===== src/design/tsws_pkg.sv =====
`timescale 1ns / 1ps
// ----------------------------------------------------------------------------
// tsws_pkg: shared types of the tagged stack with search
// Request and status codes, channel payloads, the command word that the
// controller broadcasts along the row of entry cells, and controller states.
// ----------------------------------------------------------------------------
package tsws_pkg;

	localparam int DATA_W = 32;

	typedef enum logic [2:0] {
		REQ_PUSH   = 3'd0,
		REQ_POP    = 3'd1,
		REQ_REMOVE = 3'd2,
		REQ_SEARCH = 3'd3,
		REQ_DEDUP  = 3'd4
	} req_e;

	typedef enum logic [2:0] {
		STS_OK        = 3'd0,
		STS_EMPTY     = 3'd1,
		STS_FULL      = 3'd2,
		STS_RANGE     = 3'd3,
		STS_NOT_FOUND = 3'd4
	} status_e;

	typedef enum logic [1:0] {
		CMD_HOLD,
		CMD_PUSH,
		CMD_SHIFT_UP
	} cell_cmd_e;

	typedef enum logic {
		S_IDLE,
		S_DEDUP
	} ctrl_state_e;

	typedef struct packed {
		logic [2:0]               req_type;
		logic signed [DATA_W-1:0] push_value;
		logic signed [DATA_W-1:0] push_time;
		logic [3:0]               remove_position;
		logic signed [DATA_W-1:0] search_value;
	} req_t;

	typedef struct packed {
		logic [2:0]               status;
		logic signed [DATA_W-1:0] out_value;
		logic signed [DATA_W-1:0] out_time;
		logic [3:0]               found_position;
		logic [4:0]               entry_count;
	} rsp_t;

	// Command broadcast to every cell; the data enters the top cell on a push.
	typedef struct packed {
		cell_cmd_e         cmd;
		logic [DATA_W-1:0] val;
		logic [DATA_W-1:0] stamp;
	} cell_ctl_t;

endpackage


===== src/design/tsws_req_if.sv =====
`timescale 1ns / 1ps
// ----------------------------------------------------------------------------
// tsws_req_if: request channel
// Valid/ready channel that carries one request item per transfer.
// ----------------------------------------------------------------------------
interface tsws_req_if;
	import tsws_pkg::*;

	logic valid;
	logic ready;
	req_t data;

	modport source (output valid, output data, input ready);
	modport sink (input valid, input data, output ready);

endinterface


===== src/design/tsws_rsp_if.sv =====
`timescale 1ns / 1ps
// ----------------------------------------------------------------------------
// tsws_rsp_if: result channel
// Valid/ready channel that carries one result item per transfer.
// ----------------------------------------------------------------------------
interface tsws_rsp_if;
	import tsws_pkg::*;

	logic valid;
	logic ready;
	rsp_t data;

	modport source (output valid, output data, input ready);
	modport sink (input valid, input data, output ready);

endinterface


===== src/design/tsws_cell.sv =====
`timescale 1ns / 1ps
// ----------------------------------------------------------------------------
// tsws_cell: one stack entry
// Holds the value and timestamp of one position, takes the entry above it on
// a push or the entry below it when a gap above closes, and compares its
// value with the broadcast key.
// ----------------------------------------------------------------------------
module tsws_cell #(
	parameter int CELL_IDX = 0,
	parameter int IDX_W    = 4
) (
	input  logic                                clk,
	input  tsws_pkg::cell_ctl_t                 ctl,
	input  logic [IDX_W-1:0]                    from,
	input  logic [tsws_pkg::DATA_W-1:0]         key,
	input  logic [tsws_pkg::DATA_W-1:0]         above_val,
	input  logic [tsws_pkg::DATA_W-1:0]         above_stamp,
	input  logic [tsws_pkg::DATA_W-1:0]         below_val,
	input  logic [tsws_pkg::DATA_W-1:0]         below_stamp,
	output logic [tsws_pkg::DATA_W-1:0]         val,
	output logic [tsws_pkg::DATA_W-1:0]         stamp,
	output logic                                hit
);
	import tsws_pkg::*;

	localparam logic [IDX_W-1:0] MY_IDX = IDX_W'(CELL_IDX);

	logic [DATA_W-1:0] val_q;
	logic [DATA_W-1:0] stamp_q;

	always_ff @(posedge clk) begin
		case (ctl.cmd)
			CMD_PUSH: begin
				val_q   <= above_val;
				stamp_q <= above_stamp;
			end
			CMD_SHIFT_UP: begin
				// Every cell at or below the removed position takes its lower neighbor.
				if (MY_IDX >= from) begin
					val_q   <= below_val;
					stamp_q <= below_stamp;
				end
			end
			default: begin
			end
		endcase
	end

	assign val   = val_q;
	assign stamp = stamp_q;
	assign hit   = (val_q == key);

endmodule


===== src/design/tsws_chain.sv =====
`timescale 1ns / 1ps
// ----------------------------------------------------------------------------
// tsws_chain: row of entry cells
// Cell 0 is the top of the stack; each cell hands its entry to the neighbor
// below on a push and takes the one below when an entry above it goes away.
// ----------------------------------------------------------------------------
module tsws_chain #(
	parameter int DEPTH = 16,
	parameter int IDX_W = 4
) (
	input  logic                                      clk,
	input  tsws_pkg::cell_ctl_t                       ctl,
	input  logic [IDX_W-1:0]                          from,
	input  logic [tsws_pkg::DATA_W-1:0]               key,
	output logic [DEPTH-1:0][tsws_pkg::DATA_W-1:0]    vals,
	output logic [DEPTH-1:0][tsws_pkg::DATA_W-1:0]    stamps,
	output logic [DEPTH-1:0]                          hits
);
	import tsws_pkg::*;

	for (genvar i = 0; i < DEPTH; i++) begin : g_cell
		logic [DATA_W-1:0] above_val;
		logic [DATA_W-1:0] above_stamp;
		logic [DATA_W-1:0] below_val;
		logic [DATA_W-1:0] below_stamp;

		if (i == 0) begin : g_top
			assign above_val   = ctl.val;
			assign above_stamp = ctl.stamp;
		end else begin : g_mid
			assign above_val   = vals[i-1];
			assign above_stamp = stamps[i-1];
		end

		if (i == DEPTH - 1) begin : g_bottom
			assign below_val   = '0;
			assign below_stamp = '0;
		end else begin : g_upper
			assign below_val   = vals[i+1];
			assign below_stamp = stamps[i+1];
		end

		tsws_cell #(
			.CELL_IDX (i),
			.IDX_W    (IDX_W)
		) u_cell (
			.clk         (clk),
			.ctl         (ctl),
			.from        (from),
			.key         (key),
			.above_val   (above_val),
			.above_stamp (above_stamp),
			.below_val   (below_val),
			.below_stamp (below_stamp),
			.val         (vals[i]),
			.stamp       (stamps[i]),
			.hit         (hits[i])
		);
	end

endmodule


===== src/design/tagged_stack_with_search_core.sv =====
`timescale 1ns / 1ps
// ----------------------------------------------------------------------------
// tagged_stack_with_search_core: bounded LIFO of (value, timestamp) entries
// Push, pop, remove at position, search and duplicate removal over a row of
// entry cells with a small controller.
// ----------------------------------------------------------------------------
// The stack lives in a row of DEPTH cells, cell 0 being the top. Push, pop,
// remove and search each finish in the cycle in which the request transfer
// happens, so these requests can be taken one per cycle while the result
// channel keeps up. A dedup request then enters a sequencer that walks the
// kept entries from the top and removes deeper repeats one at a time; no
// request is taken during that walk. The result sits in an output register,
// and a new request is taken in the same cycle in which the previous result
// is transferred. There is no clearing pass after reset.
// ----------------------------------------------------------------------------
module tagged_stack_with_search_core #(
	parameter int DEPTH = 16
) (
	input  logic         clk,
	input  logic         arst_n,
	tsws_req_if.sink     req,
	tsws_rsp_if.source   rsp
);
	import tsws_pkg::*;

	localparam int IDX_W = (DEPTH > 1) ? $clog2(DEPTH) : 1;
	localparam int CNT_W = $clog2(DEPTH + 1);
	localparam logic [CNT_W-1:0] FULL_CNT = CNT_W'(DEPTH);

	ctrl_state_e state_q, state_d;
	logic [CNT_W-1:0]  count_q, count_d;
	logic [IDX_W-1:0]  k_q, k_d;
	logic [DATA_W-1:0] key_q, key_d;
	rsp_t              rsp_q, rsp_d;
	logic              rsp_valid_q;
	logic              rsp_load;

	cell_ctl_t                     ctl;
	logic [IDX_W-1:0]              from;
	logic [DATA_W-1:0]             key;
	logic [DEPTH-1:0][DATA_W-1:0]  vals;
	logic [DEPTH-1:0][DATA_W-1:0]  stamps;
	logic [DEPTH-1:0]              hits;
	logic [DEPTH-1:0]              live;
	logic [DEPTH-1:0]              hits_live;
	logic                          any_hit;
	logic [IDX_W-1:0]              first_idx;
	logic [IDX_W-1:0]              rd_idx;
	logic [DATA_W-1:0]             rd_val;
	logic [DATA_W-1:0]             rd_stamp;
	logic                          in_xfer;
	logic                          dedup_done;

	function automatic logic [IDX_W-1:0] find_first(input logic [DEPTH-1:0] v);
		logic [IDX_W-1:0] r;
		r = '0;
		for (int i = DEPTH - 1; i >= 0; i--) begin
			if (v[i]) begin
				r = IDX_W'(i);
			end
		end
		return r;
	endfunction

	tsws_chain #(
		.DEPTH (DEPTH),
		.IDX_W (IDX_W)
	) u_chain (
		.clk    (clk),
		.ctl    (ctl),
		.from   (from),
		.key    (key),
		.vals   (vals),
		.stamps (stamps),
		.hits   (hits)
	);

	assign req.ready = (state_q == S_IDLE) && (!rsp_valid_q || rsp.ready);
	assign in_xfer   = req.valid && req.ready;

	// During dedup the key is the entry being kept; otherwise the search value.
	assign key = (state_q == S_DEDUP) ? key_q : req.data.search_value;

	// Only held entries take part; during dedup only those below the kept one.
	always_comb begin
		for (int i = 0; i < DEPTH; i++) begin
			live[i] = (CNT_W'(i) < count_q) &&
				((state_q != S_DEDUP) || (IDX_W'(i) > k_q));
		end
	end

	assign hits_live = hits & live;
	assign any_hit   = |hits_live;
	assign first_idx = find_first(hits_live);

	assign rd_idx   = (state_q == S_DEDUP) ? IDX_W'(k_q + 1'b1) : first_idx;
	assign rd_val   = vals[rd_idx];
	assign rd_stamp = stamps[rd_idx];

	assign dedup_done = (CNT_W'(CNT_W'(k_q) + 1'b1) >= count_q);

	// Next state
	always_comb begin
		state_d = state_q;
		case (state_q)
			S_IDLE: begin
				if (in_xfer && (req_e'(req.data.req_type) == REQ_DEDUP)) begin
					state_d = S_DEDUP;
				end
			end
			S_DEDUP: begin
				if (dedup_done) begin
					state_d = S_IDLE;
				end
			end
			default: begin
				state_d = S_IDLE;
			end
		endcase
	end

	// Outputs of the controller
	always_comb begin
		ctl.cmd   = CMD_HOLD;
		ctl.val   = req.data.push_value;
		ctl.stamp = req.data.push_time;
		from      = '0;
		count_d   = count_q;
		k_d       = k_q;
		key_d     = key_q;
		rsp_load  = 1'b0;
		rsp_d     = '0;

		case (state_q)
			S_IDLE: begin
				if (in_xfer) begin
					rsp_load = 1'b1;
					case (req_e'(req.data.req_type))
						REQ_PUSH: begin
							if (count_q == FULL_CNT) begin
								rsp_d.status = STS_FULL;
							end else begin
								ctl.cmd = CMD_PUSH;
								count_d = CNT_W'(count_q + 1'b1);
							end
						end
						REQ_POP: begin
							if (count_q == '0) begin
								rsp_d.status = STS_EMPTY;
							end else begin
								ctl.cmd         = CMD_SHIFT_UP;
								count_d         = CNT_W'(count_q - 1'b1);
								rsp_d.out_value = vals[0];
								rsp_d.out_time  = stamps[0];
							end
						end
						REQ_REMOVE: begin
							if (32'(req.data.remove_position) >= 32'(count_q)) begin
								rsp_d.status = STS_RANGE;
							end else begin
								ctl.cmd = CMD_SHIFT_UP;
								from    = IDX_W'(req.data.remove_position);
								count_d = CNT_W'(count_q - 1'b1);
							end
						end
						REQ_SEARCH: begin
							if (any_hit) begin
								rsp_d.out_value      = rd_val;
								rsp_d.out_time       = rd_stamp;
								rsp_d.found_position = 4'(first_idx);
							end else begin
								rsp_d.status = STS_NOT_FOUND;
							end
						end
						REQ_DEDUP: begin
							rsp_load = 1'b0;
							k_d      = '0;
							key_d    = vals[0];
						end
						default: begin
						end
					endcase
					rsp_d.entry_count = 5'(count_d);
				end
			end
			S_DEDUP: begin
				if (dedup_done) begin
					rsp_load          = 1'b1;
					rsp_d.entry_count = 5'(count_q);
				end else if (any_hit) begin
					// Drop the nearest repeat of the kept value; the kept entry stays.
					ctl.cmd = CMD_SHIFT_UP;
					from    = first_idx;
					count_d = CNT_W'(count_q - 1'b1);
				end else begin
					k_d   = IDX_W'(k_q + 1'b1);
					key_d = rd_val;
				end
			end
			default: begin
			end
		endcase
	end

	always_ff @(posedge clk or negedge arst_n) begin
		if (!arst_n) begin
			state_q     <= S_IDLE;
			count_q     <= '0;
			k_q         <= '0;
			rsp_valid_q <= 1'b0;
		end else begin
			state_q <= state_d;
			count_q <= count_d;
			k_q     <= k_d;
			if (rsp_load) begin
				rsp_valid_q <= 1'b1;
			end else if (rsp.ready) begin
				rsp_valid_q <= 1'b0;
			end
		end
	end

	always_ff @(posedge clk) begin
		key_q <= key_d;
		if (rsp_load) begin
			rsp_q <= rsp_d;
		end
	end

	assign rsp.valid = rsp_valid_q;
	assign rsp.data  = rsp_q;

	a_count_bound: assert property (@(posedge clk) disable iff (!arst_n)
		count_q <= FULL_CNT)
		else $error("entry count beyond capacity");

	a_req_result: assert property (@(posedge clk) disable iff (!arst_n)
		in_xfer |=> (state_q == S_DEDUP) || rsp_valid_q)
		else $error("request transfer left neither a result nor a dedup walk");

	a_dedup_quiet: assert property (@(posedge clk) disable iff (!arst_n)
		(state_q == S_DEDUP) |-> !rsp_valid_q && !req.ready)
		else $error("channel activity during the dedup walk");

	a_push_count: assert property (@(posedge clk) disable iff (!arst_n)
		(ctl.cmd == CMD_PUSH) |=> count_q == CNT_W'($past(count_q) + 1'b1))
		else $error("push did not grow the stack by one");

	a_dedup_no_grow: assert property (@(posedge clk) disable iff (!arst_n)
		(state_q == S_DEDUP) |=> count_q <= $past(count_q))
		else $error("dedup walk grew the stack");

endmodule

===== src/flat_wrapper.sv =====
// flat-port wrapper written by rule: the top's interface ports become plain ports
module tagged_stack_with_search_core_flat import tsws_pkg::*;
#(
	parameter int DEPTH = 16
)
  (clk, arst_n, req_valid, req_data, req_ready, rsp_valid, rsp_data, rsp_ready);
  tsws_req_if req_i ();
  tsws_rsp_if rsp_i ();
  input  logic clk;
  input  logic arst_n;
  input wire logic [$bits(req_i.valid)-1:0] req_valid;
  input wire logic [$bits(req_i.data)-1:0] req_data;
  output wire logic [$bits(req_i.ready)-1:0] req_ready;
  output wire logic [$bits(rsp_i.valid)-1:0] rsp_valid;
  output wire logic [$bits(rsp_i.data)-1:0] rsp_data;
  input wire logic [$bits(rsp_i.ready)-1:0] rsp_ready;
  assign req_i.valid = req_valid;
  assign req_i.data = req_data;
  assign req_ready = req_i.ready;
  assign rsp_valid = rsp_i.valid;
  assign rsp_data = rsp_i.data;
  assign rsp_i.ready = rsp_ready;
  tagged_stack_with_search_core #(.DEPTH(DEPTH)) u_core (.clk(clk), .arst_n(arst_n), .req(req_i), .rsp(rsp_i));
endmodule

===== config.mk =====
export PLATFORM = sky130hd
export DESIGN_NAME = tagged_stack_with_search_core_flat
export DESIGN_NICKNAME = d
export VERILOG_FILES = /design/src/design/tsws_pkg.sv /design/src/design/tsws_req_if.sv /design/src/design/tsws_rsp_if.sv /design/src/design/tsws_cell.sv /design/src/design/tsws_chain.sv /design/src/design/tagged_stack_with_search_core.sv /design/src/flat_wrapper.sv
export SDC_FILE = /design/constraint.sdc
export NUM_CORES = 2
export LEC_CHECK = 0
export BUFFER_PORTS_ARGS = -buffer_cell sky130_fd_sc_hd__buf_2
export CORE_UTILIZATION = 40
export DETAILED_ROUTE_END_ITERATION = 8
export PLACE_DENSITY = 0.6
export SLEW_MARGIN = 20
export SYNTH_ARGS = -nofsm -noshare
export SYNTH_HDL_FRONTEND = slang
export SYNTH_HIERARCHICAL = 1
export SYNTH_SLANG_ARGS = --single-unit

===== constraint.sdc =====
create_clock -name clk -period 11.22 [get_ports clk]
set_input_delay 1.122 -clock clk [delete_from_list [all_inputs] [get_ports clk]]
set_output_delay 1.122 -clock clk [all_outputs]
set_load 0.01 [all_outputs]

==> flow_summary.toml <==
[layout]
syn_to_final_growth_pct = 8.780
fin_area_um2 = 76130
utilization_pct = 43.80
fin_nets = 5319
nFillCells = 15862
drive_gt1_share_pct = 31.90
seq_area_um2 = 34270
multiInputGateArea_um2 = 32920

[hold_path]
min_path_type = "primary input to async pin"

[sta]
setup_viol = 0
finalMaxSlewViolations = 0
period_needed_ns = 8.746
max_freq_mhz = 114.3
hold_viol = 0
fin_setup_tns_ns = 0
rsz0062_at_grt = "no"
timing.hold.ws_ns = 0.2131
min_period_over_period_pct = 77.95
relSlewSlack_pct = 21.92
tightest_slew_ns = 1.161
skew_ns = 0.03438

[routing]
via_count = 46128
routed_wl_um = 236100
drc_errors = 0
drt-wirelength-per-cell_um = 30.99
drt-initial-drc-count = 4679
drt.antenna.violating_nets = 0
first_pass_iters = 6
viasPerCell = 6.054

[critical_path]
worstSetupPathType = "flip-flop to flip-flop"
critPathLaunchType = "flip-flop"
cp_cell_sequence = "mux2_2 > xor2_1 > nor4_1 > nand4_1 > nor2_1 > nand2_1 > a21oi_1 > nor3_2 > nor4b_2 > nor2_1 > or2_2 > nor2b_4 > nand2_1 > o21ai_4 > buf_4"
reg2reg_depth = 15
r2r_slack_ns = 2.47
required_ns = 11.63
r2r-end = "u_core/u_chain/g_cell[6].u_cell/val[6]"
crit_arrival_ns = 9.15
cp-end-kind = "flip-flop"
cp-endpoint = "u_core/u_chain/g_cell[6].u_cell/val[6]"
crit_path_top_delay_cell = "nor2b_4"
crit_path_start = "u_core/state_q"
r2r-start = "u_core/state_q"
max_stage_delay_ns = 1.04
path_max_fanout = 45

[logic_synthesis]
synthCells = 5025
syn-cell-area_um2 = 69990
synth_cell_types = 85
ys.flop_type = "edfxtp_1"
synth.area.top_cells = "edfxtp_1 49%, mux2_4 16%, xor2_1 6.4%, mux2_2 6.4%, mux2i_1 4.8%"
yosysMostFrequentCell = "edfxtp_1"
yosys-top-cells-count = "1,132 x edfxtp_1, 737 x mux2_4, 512 x xor2_1"
synth.top_cell.area_share_pct = 48.57
synth_edf_count = 1132
yosys_register_bits = 1143
ys_warn_count = 6
synth-seq-area-share_pct = 48.96
synthArstFlopShare_pct = 0.9624
synth.largest_area_cell = "edfxtp_1"
syn_avg_cell_area_um2 = 13.93

[clock_tree]
clk_pin_slew_ns = 0.06
cts.sinks = 1143
post-cts-setup-buffer-count = 0
postCtsHoldBufs = 0
cts_resized = 0
htreeDepth = 4
cts_tree = "done"
clk_path_buf_depth = 3
clk_latency_ns = 0.81
clockRootBuffer = "clkbuf_16"
numCtsBuffers = 131

[floorplan]
dieArea_um2 = 176600
fp.dieH_um = 420.3
ios = 185
row_count = 153
core-area_um2 = 173800
start_util_pct = 40.26
dieWidth_um = 420.3

[power]
comb_power_share_pct = 33.9
power_density_nw_per_um2 = 195.8
switching_power_mw = 5.462
clockPowerShare_pct = 28.0
power.leakage_nw = 26.95
switching_share_pct = 36.64
p_int_mw = 9.446
power_mw = 14.91
ir_worst_vdd_uv = 148.4
seqPwrFrac_pct = 38.1

[flow_run]
maxCapViolCount = 0

[place]
portBuffers = 184
dp_hpwl_um = 147300
dpl-instance-area_um2 = 72100
globalplace.congestion = 0.9825

[global_route]
overflow = 0
grt_max_degree = 139
gr-usage-all-layers_pct = 26.25
grt_antenna_before_repair = 10
grt_pass1_vias = 45952
grt_pass1_wl_um = 336400

[outcome]
status = "completed"
## stage by stage
stage | std cells | worst slack (ns)
global placement | 7387 | 2.883
finish | 7619 | 2.474
floorplan | 5088 | 1.925
detailed placement | 7387 | 2.763
CTS | 7616 | 2.861
global route | 7618 | 2.424
## worst min-delay path by stage
stage	startpoint	end	slack (ns)	cells past startpoint
2_1_floorplan	u_core/rsp.valid	u_core/rsp.valid	0.54	1
3_3_place_gp	u_core/rsp.valid	u_core/rsp.valid	0.49	1
3_5_place_dp	u_core/rsp.valid	u_core/rsp.valid	0.49	1
4_1_cts	arst_n	u_core/state_q	0.19	1
5_1_grt	arst_n	u_core/count_q[1]	0.21	1
6_report	arst_n	u_core/state_q	0.21	1
## cells by family (layout without fill, tap and decap cells)
group / count (synthesis) / count (layout) / share of synthesized area, %
AO/OA/AOI/OAI: 605 / 605 / 6.166
XOR/XNOR: 514 / 514 / 6.432
adder cells (fa/ha/maj): 18 / 18 / 0.3182
buffers and inverters: 386 / 589 / 4.780
flip-flops: 1143 / 1143 / 48.96
multiplexers: 1483 / 1483 / 27.21
other: 1 / 67 / 0.005358
AND/OR/NAND/NOR: 875 / 875 / 6.123
## flip-flops by register name, summed over array words and instances, names as in the netlist
name and flops:
u_core/count_q 5, u_core/k_q 4, u_core/rsp.valid 1, u_core/u_chain/g_cell.u_cell/val 512, u_core/rsp.data 76, u_core/state_q 1
u_core/u_chain/g_cell.u_cell/stamp 512, u_core/key_q 32
## layout by cell type (no fill, tap or decap), types with 36 or more instances in the layout
cell type     n
conb_1       64
clkbuf_16   135
nor4_1      127
xor2_1      512
a211oi_1     97
mux2_2      398
nor2_1      118
mux2i_1     337
nand4_1      39
mux2_4      737
o21ai_1      39
edfxtp_1   1132
o22ai_1      60
a21oi_1      96
buf_2       184
a31oi_1      38
a311oi_1     36
nand3_1     107
inv_1        65
nand2_1     363
buf_4       106
a22o_1       36
## area by class of cell
cell class                 count  area share [%]
sequential                  1143           45.02
multi-input combinational   3559           43.23
clock buffer                 165           4.585
tap                         2325           3.821
timing repair buffer         292           2.307
clock inverter                64          0.6886
inverter                      68          0.3369
antenna                        3        0.009861
## power groups by stage
stage	sequential [mW]	combinational, mW	clock (mW)
2_1_floorplan	5.64	3.62	0
3_3_place_gp	5.75	4.92	0
3_5_place_dp	5.75	4.96	0
4_1_cts	5.67	4.98	4.24
5_1_grt	5.71	5.34	4.39
6_report	5.67	5.05	4.18
## layer usage
layer  track usage (%)  vias up  part of all wire [%]
li1                  -    19446                     -
met1             36.07    23788                    42
met2             39.46     2349                    44
met3             4.297      533                   7.7
met4             14.13       12                   5.7
met5                 0        -                 0.039
## critical path, delay by kind of cell (launching register included)
| kind | cells | cell delay (ns) |
|---|---|---|
| xor+xnor | 1 | 0.24 |
| flops | 1 | 0.94 |
| simple gates | 10 | 4.45 |
| compound gates | 2 | 0.96 |
| buf+inv | 1 | 0.92 |
| mux | 1 | 0.63 |
Power figures use the tool's default switching activity.
